File: src/rnc_pkg.sv
// ----------------------------------------------------------------------------
// rnc_pkg: shared constants and types of the radix number converter
// Value and stack sizes, status codes, register indexes and the control
// and status bundles between the control unit and the serial datapath.
// ----------------------------------------------------------------------------
package rnc_pkg;

  localparam int VALUE_BITS = 64;
  localparam int MAX_DIGITS = 64;

  localparam int CNT_W  = $clog2(VALUE_BITS);
  localparam int DC_W   = $clog2(MAX_DIGITS + 1);
  localparam int STK_AW = $clog2(MAX_DIGITS);
  localparam int BASE_W = 6;
  localparam int CH_W   = 8;

  localparam logic [BASE_W-1:0] BASE_RESET = 6'd10;
  localparam logic [BASE_W-1:0] BASE_MIN   = 6'd2;
  localparam logic [BASE_W-1:0] BASE_MAX   = 6'd36;

  localparam logic [1:0] ST_OK  = 2'd0;
  localparam logic [1:0] ST_BAD = 2'd1;
  localparam logic [1:0] ST_OVF = 2'd2;

  localparam logic CFG_IN_BASE  = 1'b0;
  localparam logic CFG_OUT_BASE = 1'b1;

  typedef struct packed {
    logic mul;
    logic div;
    logic clr;
  } acc_cmd_t;

  typedef struct packed {
    logic              busy;
    logic              done;
    logic              nz;
    logic [BASE_W-1:0] rem;
  } acc_sts_t;

endpackage

File: src/radix_number_converter_unit.sv
// ----------------------------------------------------------------------------
// radix_number_converter_unit: ascii radix converter, bases 2 to 36
// Digit characters run a bit-serial multiply-accumulate. Whitespace is
// skipped; bad characters, overflows and zero-value ends emit one status word
// through the S_ONE state, which waits for a free output slot. A number end
// runs a serial divide by the base per output digit onto the digit stack,
// then pops one word per digit through S_RD and S_POP.
// Synchronous active-low reset: bases to 10, accumulator cleared, no ram pass.
// ----------------------------------------------------------------------------
module radix_number_converter_unit (
  input  logic        clk,
  input  logic        rst_n,
  input  logic        cfg_we,
  input  logic        cfg_addr,
  input  logic [5:0]  cfg_wdata,
  input  logic        in_tvalid,
  output logic        in_tready,
  input  logic [7:0]  in_tdata,   // ch
  output logic        out_tvalid,
  input  logic        out_tready,
  output logic [7:0]  out_tdata,  // digit_char
  output logic [2:0]  out_tuser,  // status[1:0], digit_valid
  output logic        out_tlast   // last
);
  import rnc_pkg::*;

  localparam logic [2:0] S_IDLE = 3'd0;
  localparam logic [2:0] S_MUL  = 3'd1;
  localparam logic [2:0] S_DIV  = 3'd2;
  localparam logic [2:0] S_RD   = 3'd3;
  localparam logic [2:0] S_POP  = 3'd4;
  localparam logic [2:0] S_ONE  = 3'd5;

  logic [2:0]        state_r, state_nxt;
  logic [BASE_W-1:0] in_base_r, out_base_r;
  logic [BASE_W-1:0] base_in, base_out;
  logic [BASE_W-1:0] d_r, d_nxt;
  logic [DC_W-1:0]   cnt_r, cnt_nxt;
  logic [DC_W-1:0]   cnt_m1;
  logic [1:0]        stat_r, stat_nxt;

  logic              out_tvalid_r;
  logic [CH_W-1:0]   out_char_r;
  logic              out_dv_r;
  logic [1:0]        out_st_r;
  logic              out_last_r;

  acc_cmd_t          cmd;
  acc_sts_t          acc_sts;

  logic              accept, slot_free, load_dig, load_one;
  logic              ch_zero, ch_digit, ch_space;
  logic [BASE_W-1:0] ch_val;
  logic              ram_we, ram_re;
  logic [BASE_W-1:0] ram_rdata;
  logic [CH_W-1:0]   dig_ascii;

  // base clamping
  always_comb begin
    base_in = in_base_r;
    if (in_base_r < BASE_MIN) begin
      base_in = BASE_MIN;
    end else if (in_base_r > BASE_MAX) begin
      base_in = BASE_MAX;
    end
    base_out = out_base_r;
    if (out_base_r < BASE_MIN) begin
      base_out = BASE_MIN;
    end else if (out_base_r > BASE_MAX) begin
      base_out = BASE_MAX;
    end
  end

  // character decode
  always_comb begin
    ch_zero  = in_tdata == 8'h00;
    ch_space = (in_tdata == 8'h20) || ((in_tdata >= 8'h09) && (in_tdata <= 8'h0D));
    ch_digit = 1'b1;
    ch_val   = '0;
    if ((in_tdata >= 8'h30) && (in_tdata <= 8'h39)) begin
      ch_val = BASE_W'(in_tdata - 8'h30);
    end else if ((in_tdata >= 8'h41) && (in_tdata <= 8'h5A)) begin
      ch_val = BASE_W'(in_tdata - 8'h37);
    end else if ((in_tdata >= 8'h61) && (in_tdata <= 8'h7A)) begin
      ch_val = BASE_W'(in_tdata - 8'h57);
    end else begin
      ch_digit = 1'b0;
    end
  end

  assign dig_ascii = {2'b00, ram_rdata} + ((ram_rdata > 6'd9) ? 8'h37 : 8'h30);
  assign cnt_m1    = cnt_r - DC_W'(1);
  assign slot_free = !out_tvalid_r || out_tready;
  assign in_tready = state_r == S_IDLE;
  assign accept    = in_tvalid && in_tready;

  always_comb begin
    state_nxt = state_r;
    d_nxt     = d_r;
    cnt_nxt   = cnt_r;
    stat_nxt  = stat_r;
    cmd       = '0;
    ram_we    = 1'b0;
    ram_re    = 1'b0;
    load_dig  = 1'b0;
    load_one  = 1'b0;

    case (state_r)
      S_IDLE: begin
        if (accept) begin
          if (ch_zero || (ch_space && acc_sts.nz)) begin
            if (acc_sts.nz) begin
              cmd.div   = 1'b1;
              cnt_nxt   = '0;
              state_nxt = S_DIV;
            end else begin
              stat_nxt  = ST_OK;
              state_nxt = S_ONE;
            end
          end else if (ch_digit) begin
            cmd.mul   = 1'b1;
            d_nxt     = ch_val;
            state_nxt = S_MUL;
          end else if (!ch_space) begin
            cmd.clr   = 1'b1;
            stat_nxt  = ST_BAD;
            state_nxt = S_ONE;
          end
        end
      end
      S_MUL: begin
        if (acc_sts.done) begin
          if (acc_sts.rem != '0) begin
            cmd.clr   = 1'b1;
            stat_nxt  = ST_OVF;
            state_nxt = S_ONE;
          end else if (d_r >= base_in) begin
            cmd.clr   = 1'b1;
            stat_nxt  = ST_BAD;
            state_nxt = S_ONE;
          end else begin
            state_nxt = S_IDLE;
          end
        end
      end
      S_DIV: begin
        if (acc_sts.done) begin
          ram_we  = 1'b1;
          cnt_nxt = cnt_r + DC_W'(1);
          if (acc_sts.nz && (cnt_r < DC_W'(MAX_DIGITS - 1))) begin
            cmd.div = 1'b1;
          end else begin
            cmd.clr   = 1'b1;
            state_nxt = S_RD;
          end
        end
      end
      S_RD: begin
        ram_re    = 1'b1;
        state_nxt = S_POP;
      end
      S_POP: begin
        if (slot_free) begin
          load_dig  = 1'b1;
          cnt_nxt   = cnt_m1;
          state_nxt = (cnt_r == DC_W'(1)) ? S_IDLE : S_RD;
        end
      end
      S_ONE: begin
        if (slot_free) begin
          load_one  = 1'b1;
          state_nxt = S_IDLE;
        end
      end
      default: state_nxt = S_IDLE;
    endcase
  end

  always_ff @(posedge clk) begin
    if (!rst_n) begin
      state_r      <= S_IDLE;
      in_base_r    <= BASE_RESET;
      out_base_r   <= BASE_RESET;
      cnt_r        <= '0;
      out_tvalid_r <= 1'b0;
    end else begin
      state_r <= state_nxt;
      cnt_r   <= cnt_nxt;
      if (cfg_we) begin
        case (cfg_addr)
          CFG_IN_BASE:  in_base_r  <= cfg_wdata;
          CFG_OUT_BASE: out_base_r <= cfg_wdata;
          default: ;
        endcase
      end
      if (load_dig || load_one) begin
        out_tvalid_r <= 1'b1;
      end else if (out_tready) begin
        out_tvalid_r <= 1'b0;
      end
    end
  end

  always_ff @(posedge clk) begin
    d_r    <= d_nxt;
    stat_r <= stat_nxt;
    if (load_dig) begin
      out_char_r <= dig_ascii;
      out_dv_r   <= 1'b1;
      out_st_r   <= ST_OK;
      out_last_r <= cnt_r == DC_W'(1);
    end else if (load_one) begin
      out_char_r <= '0;
      out_dv_r   <= 1'b0;
      out_st_r   <= stat_r;
      out_last_r <= 1'b1;
    end
  end

  rnc_acc u_acc (
    .clk   (clk),
    .rst_n (rst_n),
    .cmd   (cmd),
    .base  ((state_r == S_MUL) ? base_in : base_out),
    .digit (ch_val),
    .sts   (acc_sts)
  );

  rnc_ram #(
    .WIDTH (BASE_W),
    .DEPTH (MAX_DIGITS)
  ) u_stack (
    .clk   (clk),
    .we    (ram_we),
    .waddr (cnt_r[STK_AW-1:0]),
    .wdata (acc_sts.rem),
    .re    (ram_re),
    .raddr (cnt_m1[STK_AW-1:0]),
    .rdata (ram_rdata)
  );

  assign out_tvalid = out_tvalid_r;
  assign out_tdata  = out_char_r;
  assign out_tuser  = {out_st_r, out_dv_r};
  assign out_tlast  = out_last_r;

  a_idle_acc_quiet: assert property (@(posedge clk) disable iff (!rst_n)
    (state_r == S_IDLE) |-> !acc_sts.busy)
    else $error("datapath busy while idle");

  a_push_in_range: assert property (@(posedge clk) disable iff (!rst_n)
    ram_we |-> (cnt_r < DC_W'(MAX_DIGITS)))
    else $error("digit stack overrun");

  a_pop_nonempty: assert property (@(posedge clk) disable iff (!rst_n)
    ((state_r == S_POP) || (state_r == S_RD)) |-> (cnt_r != '0))
    else $error("pop from empty digit stack");

  a_last_to_idle: assert property (@(posedge clk) disable iff (!rst_n)
    (load_dig && (cnt_r == DC_W'(1))) |=> (state_r == S_IDLE) && (cnt_r == '0))
    else $error("emission did not finish on last word");

endmodule

File: src/rnc_ram.sv
// ----------------------------------------------------------------------------
// rnc_ram: generic single-write, single-read ram
// One write port and one read port with a registered, enabled read.
// ----------------------------------------------------------------------------
module rnc_ram #(
  parameter int WIDTH = 8,
  parameter int DEPTH = 64
) (
  input  logic                     clk,
  input  logic                     we,
  input  logic [$clog2(DEPTH)-1:0] waddr,
  input  logic [WIDTH-1:0]         wdata,
  input  logic                     re,
  input  logic [$clog2(DEPTH)-1:0] raddr,
  output logic [WIDTH-1:0]         rdata
);

  logic [WIDTH-1:0] mem_r [DEPTH];
  logic [WIDTH-1:0] rdata_r;

  always_ff @(posedge clk) begin
    if (we) begin
      mem_r[waddr] <= wdata;
    end
    if (re) begin
      rdata_r <= mem_r[raddr];
    end
  end

  assign rdata = rdata_r;

endmodule

File: src/rnc_acc.sv
// ----------------------------------------------------------------------------
// rnc_acc: bit-serial accumulator datapath
// Holds the value in a shift register. Multiply-accumulate runs lsb first
// with a narrow carry; division by the base runs msb first with a narrow
// remainder. One bit per cycle either way.
// ----------------------------------------------------------------------------
module rnc_acc (
  input  logic                     clk,
  input  logic                     rst_n,
  input  rnc_pkg::acc_cmd_t        cmd,
  input  logic [rnc_pkg::BASE_W-1:0] base,
  input  logic [rnc_pkg::BASE_W-1:0] digit,
  output rnc_pkg::acc_sts_t        sts
);
  import rnc_pkg::*;

  localparam logic [1:0] M_IDLE = 2'd0;
  localparam logic [1:0] M_MUL  = 2'd1;
  localparam logic [1:0] M_DIV  = 2'd2;

  logic [VALUE_BITS-1:0] acc_r, acc_nxt;
  logic [BASE_W-1:0]     rem_r, rem_nxt;
  logic [CNT_W-1:0]      cnt_r, cnt_nxt;
  logic [1:0]            mode_r, mode_nxt;
  logic                  nz_r, nz_nxt;
  logic                  done_r, done_nxt;

  logic [BASE_W:0] mul_sum;
  logic [BASE_W:0] div_part;
  logic [BASE_W:0] div_rem;
  logic            div_ge;
  logic            last_bit;

  always_comb begin
    mul_sum  = {1'b0, rem_r} + (acc_r[0] ? {1'b0, base} : '0);
    div_part = {rem_r, acc_r[VALUE_BITS-1]};
    div_ge   = div_part >= {1'b0, base};
    div_rem  = div_ge ? (div_part - {1'b0, base}) : div_part;
    last_bit = cnt_r == CNT_W'(VALUE_BITS - 1);

    acc_nxt  = acc_r;
    rem_nxt  = rem_r;
    cnt_nxt  = cnt_r;
    mode_nxt = mode_r;
    nz_nxt   = nz_r;
    done_nxt = 1'b0;

    case (mode_r)
      M_MUL: begin
        acc_nxt = {mul_sum[0], acc_r[VALUE_BITS-1:1]};
        rem_nxt = mul_sum[BASE_W:1];
        nz_nxt  = nz_r | mul_sum[0];
        cnt_nxt = cnt_r + CNT_W'(1);
        if (last_bit) begin
          mode_nxt = M_IDLE;
          done_nxt = 1'b1;
        end
      end
      M_DIV: begin
        acc_nxt = {acc_r[VALUE_BITS-2:0], div_ge};
        rem_nxt = div_rem[BASE_W-1:0];
        nz_nxt  = nz_r | div_ge;
        cnt_nxt = cnt_r + CNT_W'(1);
        if (last_bit) begin
          mode_nxt = M_IDLE;
          done_nxt = 1'b1;
        end
      end
      default: ;
    endcase

    if (cmd.clr) begin
      acc_nxt  = '0;
      nz_nxt   = 1'b0;
      mode_nxt = M_IDLE;
    end
    if (cmd.mul) begin
      mode_nxt = M_MUL;
      rem_nxt  = digit;
      nz_nxt   = 1'b0;
      cnt_nxt  = '0;
    end
    if (cmd.div) begin
      mode_nxt = M_DIV;
      rem_nxt  = '0;
      nz_nxt   = 1'b0;
      cnt_nxt  = '0;
    end
  end

  always_ff @(posedge clk) begin
    if (!rst_n) begin
      acc_r  <= '0;
      mode_r <= M_IDLE;
      nz_r   <= 1'b0;
      done_r <= 1'b0;
      cnt_r  <= '0;
      rem_r  <= '0;
    end else begin
      acc_r  <= acc_nxt;
      mode_r <= mode_nxt;
      nz_r   <= nz_nxt;
      done_r <= done_nxt;
      cnt_r  <= cnt_nxt;
      rem_r  <= rem_nxt;
    end
  end

  assign sts.busy = mode_r != M_IDLE;
  assign sts.done = done_r;
  assign sts.nz   = nz_r;
  assign sts.rem  = rem_r;

endmodule
File: config.mk
export PLATFORM = sky130hd
export DESIGN_NAME = radix_number_converter_unit
export DESIGN_NICKNAME = d
export VERILOG_FILES = /design/src/rnc_pkg.sv /design/src/radix_number_converter_unit.sv /design/src/rnc_ram.sv /design/src/rnc_acc.sv
export SDC_FILE = /design/constraint.sdc
export NUM_CORES = 1
export LEC_CHECK = 0
export ABC_CLOCK_PERIOD_IN_PS = 4000
export BUFFER_PORTS_ARGS = -buffer_cell sky130_fd_sc_hd__buf_2
export CAP_MARGIN = 40
export CORE_AREA = 2 2 228 230
export DETAILED_ROUTE_END_ITERATION = 8
export DIE_AREA = 0 0 230 232
export PLACE_DENSITY = 0.68
export SLEW_MARGIN = 40
export SYNTH_ARGS = -nofsm -noshare
export SYNTH_HDL_FRONTEND = slang
export SYNTH_HIERARCHICAL = 1
export SYNTH_SLANG_ARGS = --single-unit
File: constraint.sdc
create_clock -name clk -period 4 [get_ports clk]
set_input_delay 0.8 -clock clk [delete_from_list [all_inputs] [get_ports clk]]
set_output_delay 0.8 -clock clk [all_outputs]
set_load 0.02 [all_outputs]
# Yosys cells after proc, flatten, opt, wreduce, memory -nomap -nowiden

Memories as Yosys holds them, arrays and structs flattened. A register that Yosys moved wholly into a read port is not among the register bits.
Index checks and enable logic that the tools add are counted.

Bits in registers: 123
Bits in writable memories: 384
Output and inout port bits: 14
Logic and storage cells: 195
Memories: 1

Memory list:

| name          | depth | bits a word | rd ports | clocked after Yosys merged registers in | wr ports | line          | RTL |
|---|---|---|---|---|---|---|---|
| u_stack.mem_r | 64    | 6           | 1        | 1                                       | 1        | rnc_ram.sv:18 | `logic [WIDTH-1:0] mem_r [DEPTH];` |

Add/subtract/negate cells: 9
Magnitude comparators: 16
Equal/unequal tests: 23
Multiplexer cells: 84
Bitwise gates (word level): 5
Reductions and logical operators: 39

Operator list:

| kind                                                  | count |
|---|---|
| one-hot mux 64 bit (2 select lines)                   | 1 |
| two-way mux 6 bit                                     | 11 |
| two-way mux 3 bit                                     | 14 |
| two-way mux 7 bit                                     | 5 |
| two-way mux 2 bit                                     | 15 |
| two-way mux 1 bit                                     | 29 |
| one-hot mux 7 bit (3 select lines)                    | 1 |
| one-hot mux 3 bit (6 select lines)                    | 1 |
| >= comparator 8 x 7 -> 1 bit, second input constant   | 2 |
| <= comparator 8 x 7 -> 1 bit, second input constant   | 2 |
| two-way mux 8 bit                                     | 2 |
| adder 6 x 6 -> 7 bit                                  | 2 |
| AND reduction 7 bit                                   | 2 |
| greater-than comparator 6 bit, second input constant  | 2 |
| < comparator 6 x 2 -> 1 bit, second input constant    | 2 |
| one-hot mux 6 bit (2 select lines)                    | 1 |
| nonzero test 3 bit                                    | 4 |
| subtractor 6 bit, second input constant               | 2 |
| inequality test 2 x 1 -> 1 bit, second input constant | 5 |
| AND reduction 2 bit                                   | 5 |
| == test 8 x 6 -> 1 bit, second input constant         | 1 |
| >= comparator 8 x 4 -> 1 bit, second input constant   | 1 |
| >= comparator 8 x 6 -> 1 bit, second input constant   | 1 |
| <= comparator 8 x 4 -> 1 bit, second input constant   | 1 |
| 39 further kinds                                      | 64 |

# Depth between registers and ports, before layout

Depth after elaboration: 12
Gate-level depth with buffers: 15
Depth with buffers taken out: 13

# Modules after synthesis

Netlist, hierarchy kept.

By module, submodules not included:

| module                      | times used | cells each | area an instance (sq um) | sequential area each (sq um) |
|---|---|---|---|---|
| rnc_ram                     | 1          | 727        | 15237.1                  | 11711.2 |
| rnc_acc                     | 1          | 466        | 4227.8                   | 1601.5 |
| radix_number_converter_unit | 1          | 405        | 3244.4                   | 1001.0 |

# Worst setup path after synthesis

Ideal clock, no wire load.

Path type: input -> register
Start point: in in_tdata[1]
End point: reg u_acc.rem_r[5]
Library setup time: 0.058 ns
Data arrival time: 3.123 ns
Required time: 3.942 ns
Setup slack: 0.818 ns
Stages on the path: 14
Path buffers: 3
Cell sequence: inv_1 > ha_1 > nor4b_1 > o21ai_0 > o211ai_2 > and3_1 > buf_6 > nor3_1 > clkbuf_1 > or2_1 > clkbuf_1 > nor3_1 > o32a_2 > nand2_1

RTL lines:

| item                   | line                              | RTL |
|---|---|---|
| start: declaration     | radix_number_converter_unit.sv:18 | `input logic [7:0] in_tdata,` |
| end signal: assignment | rnc_acc.sv:105                    | `rem_r <= rem_nxt;` |
| end: declaration       | rnc_acc.sv:22                     | `logic [BASE_W-1:0] rem_r, rem_nxt;` |

==> summary by stage <==
GRT
The largest net degree at the start of global routing is 99. The initial antenna violation count is 0. The number of global-route vias before repair is 13400.

The leftover overflow at the end of global routing is 0. For this run, the total global-route usage over all layers was measured as 0.184. The wire length of the first global-routing pass is 76300 µm.

Die
34 I/O pins were placed. The overall die area is 53400 µm². The placeable core region is 50900 µm². After floorplanning, the core was divided into 83 placement rows. The die is 230 µm wide. The initial standard-cell utilization of the core is 0.446. Measured along the y axis, the die boundary spans 232 µm.

STA
The final worst clock skew is 0.0451 ns. Setup repair after global routing left no endpoint under its margin. Based on the critical path, the design can be clocked at up to 0.316 GHz. The accumulated negative setup slack is 0 ns. The number of setup violations in the final report is 0. The number of pins with negative max-slew slack in the final report is 0. The relative slew slack is 0.454. The actual transition at the worst max-transition pin is 0.820 ns.

Of the available clock period, the critical path in the final layout requires 0.792. The worst path in the final design needs a cycle of 3.17 ns, including I/O delays and setup. The final number of hold-violating endpoints is 0.

Setup path
In this run the critical register-to-register path is launched from cnt_r[1]. The number of cells on the worst reg-to-reg path is 8. The peak fanout along the critical path is 8. The worst setup path is captured at a flop. Data arrives at the worst endpoint at 3.53 ns. The required time reported for the critical path endpoint is 4.36 ns. The critical path class is reg -> reg.

The register-to-register setup slack is 0.83 ns. The worst reg2reg path endpoint is u_stack/rdata[3]. The worst setup path is launched from a flop. The most critical setup path has its startpoint at cnt_r[1].

CTS
The root buffer cell is clkbuf_16. Clock latency on the worst-skew pair, taken at its later pin, is 0.60 ns. The count of hold-fix buffers inserted at cts is 0.

Once the clock tree was built, the setup fixing pass inserted 0 buffers. The maximum level of the CTS H-tree is 2. The number of gates resized after cts is 0. The CTS buffer count is 51. The CTS sink count is 512.

The clock transition at the registers of the reported paths is 0.06 ns. The number of buffers between clock root and the deepest sink is 3. The TritonCTS clock tree is done.

Hold path
In this run the worst hold path is classified as reg -> reg. The worst hold path terminates at out_dv_r. The hold-critical path depth is 2. The startpoint identified for the worst hold timing path is out_dv_r.

Cells and area
Relative to the synthesized area, the layout overhead comes to 12.2%. The final antenna diode count is 0. The number of nets in the layout is 1685. The layout cell share with drive strength beyond 1 is 0.178. The number of filler cells placed in the layout is 4261. The final standard cell count with taps included and fillers excluded is 2346.

Route
The number of nets with antenna violations after detailed routing is 0. The routed via count divided by cell count is 5.76. The via count is 13500.

The count of routing violations after the opening detailed-route iteration is 1280. Dividing the detail-routed wire length by the instance count gives 20.9 µm. After detailed routing, the total wire length is 49000 µm. The post-detailed-route DRC marker count is 0. The number of detailed-route iterations in the first pass is 5.

Synth
During synthesis, Yosys emitted a total of 6 warnings. The net count of the mapped netlist is 1658. In this run the cell area of the synthesized design comes to 22700 µm². Synthesis produced 1597 cells. Each instance of the synthesized netlist takes up on average 14.2 µm².

Placed design
Buffers placed on the I/O ports in this run total 32. The cell count after placement is 2249. The estimated wirelength of the detail-placed design is 30900 µm.

The weighted congestion at the end of routability-driven global placement is 0.869.

Pwr
The total power draw is 15.9 mW. The power density over the cells is 625 nW/µm². In this run the static leakage power is 8.36 nW.

The maximum ir drop on the vdd rail is 0.316 mV.

Job
The tool flagged a number of max-cap violations equal to 0.

Outcome
The run finished with clean final reports.
[per-stage QoR]
| stage | cell area, µm² | hold WS, ns | utilization | worst slack, ns |
|---|---|---|---|---|
| 6_report | 25500 | 0.444 | 0.501 | 0.833 |
| 5_1_grt | 25500 | 0.458 | 0.501 | 0.629 |
| 4_1_cts | 25400 | 0.426 | 0.500 | 0.887 |
| 3_5_place_dp | 23700 | 0.433 | 0.465 | 0.528 |
| 3_3_place_gp | 23600 | 0.430 | 0.464 | 0.592 |
| 2_1_floorplan | 22700 | 0.423 | - | 0.818 |
[power breakdown]
part	switching, mW	total, mW	internal, mW	leakage (nW)
Clock	2.01	4.98	2.97	0.852
Sequential	0.131	6.34	6.21	4.60
Combinational	2.83	4.59	1.76	2.91
Total	4.97	15.9	10.9	8.36
[critical path, stage by stage (launching register included)]
cell      delay, ns
dfxtp_1        0.31
inv_1          0.11
ha_1           0.29
nand2_1        0.16
xnor2_1        0.61
clkinv_1       0.46
mux4_2         0.54
mux2_2         0.27
o22a_1         0.17
[per-layer routing]
layer / vias up / GRT usage / part of all wire
met5: - / 0 / 0
met4: 0 / 0.0542 / 0.027
met3: 93 / 0.0298 / 0.056
met2: 429 / 0.315 / 0.50
met1: 6766 / 0.242 / 0.41
li1: 6214 / - / -
[placed cells by master, fill, tap and decap left out, types with 7 or more instances in the layout]
| master | instances |
|---|---|
| a31oi_1 | 7 |
| a21oi_1 | 40 |
| xnor2_1 | 9 |
| o221ai_1 | 11 |
| o211ai_1 | 7 |
| a22oi_1 | 9 |
| nor2_1 | 180 |
| nor3_2 | 7 |
| ha_1 | 36 |
| nand2_1 | 84 |
| clkinv_2 | 7 |
| mux2i_1 | 81 |
| inv_1 | 34 |
| clkinv_1 | 13 |
| bufinv_16 | 9 |
| edfxtp_1 | 406 |
| a21boi_0 | 10 |
| buf_4 | 36 |
| dfxtp_1 | 100 |
| a211oi_1 | 73 |
| nand2b_1 | 16 |
| nor3_1 | 21 |
| clkbuf_16 | 52 |
| xor2_1 | 7 |
| nor2b_1 | 24 |
| o21ai_0 | 39 |
| mux4_2 | 98 |
| or3_1 | 8 |
| nand4_1 | 9 |
| and2_1 | 12 |
| buf_2 | 32 |
| clkbuf_1 | 9 |
| o22ai_1 | 11 |
| nand3_1 | 39 |
[worst max path at each step]
stage | endpoint | slack (ns)
after floorplan | u_acc/rem_r[5] | 0.82
after CTS | u_acc/acc_r[11] | 0.89
after global placement | u_acc/nz_r | 0.59
after detailed placement | u_acc/nz_r | 0.53
after global routing | u_acc/acc_r[18] | 0.63
final | u_stack/rdata[3] | 0.83
[flip-flops by register name, summed over array words and instances (netlist names), 2 cells and up]
name           flops
state_r            3
stat_r             2
out_base_r         6
u_acc/mode_r       2
u_acc/rem_r        6
in_base_r          6
d_r                6
u_stack/rdata      6
cnt_r              7
u_acc/cnt_r        6
out_st_r           2
u_acc/acc_r       64
u_stack/mem_r    384
out_tdata          7
[layout make-up]
type	instances	area [µm²]	share of cell area
Sequential cell	512	14300	0.562
Multi-Input combinational cell	948	7850	0.308
Clock buffer	61	1340	0.0524
Tap cell	680	851	0.0334
Timing Repair Buffer	73	538	0.0211
Clock inverter	34	429	0.0168
Inverter	38	148	0.00580
No activity file was read; power rests on OpenSTA's default activity.
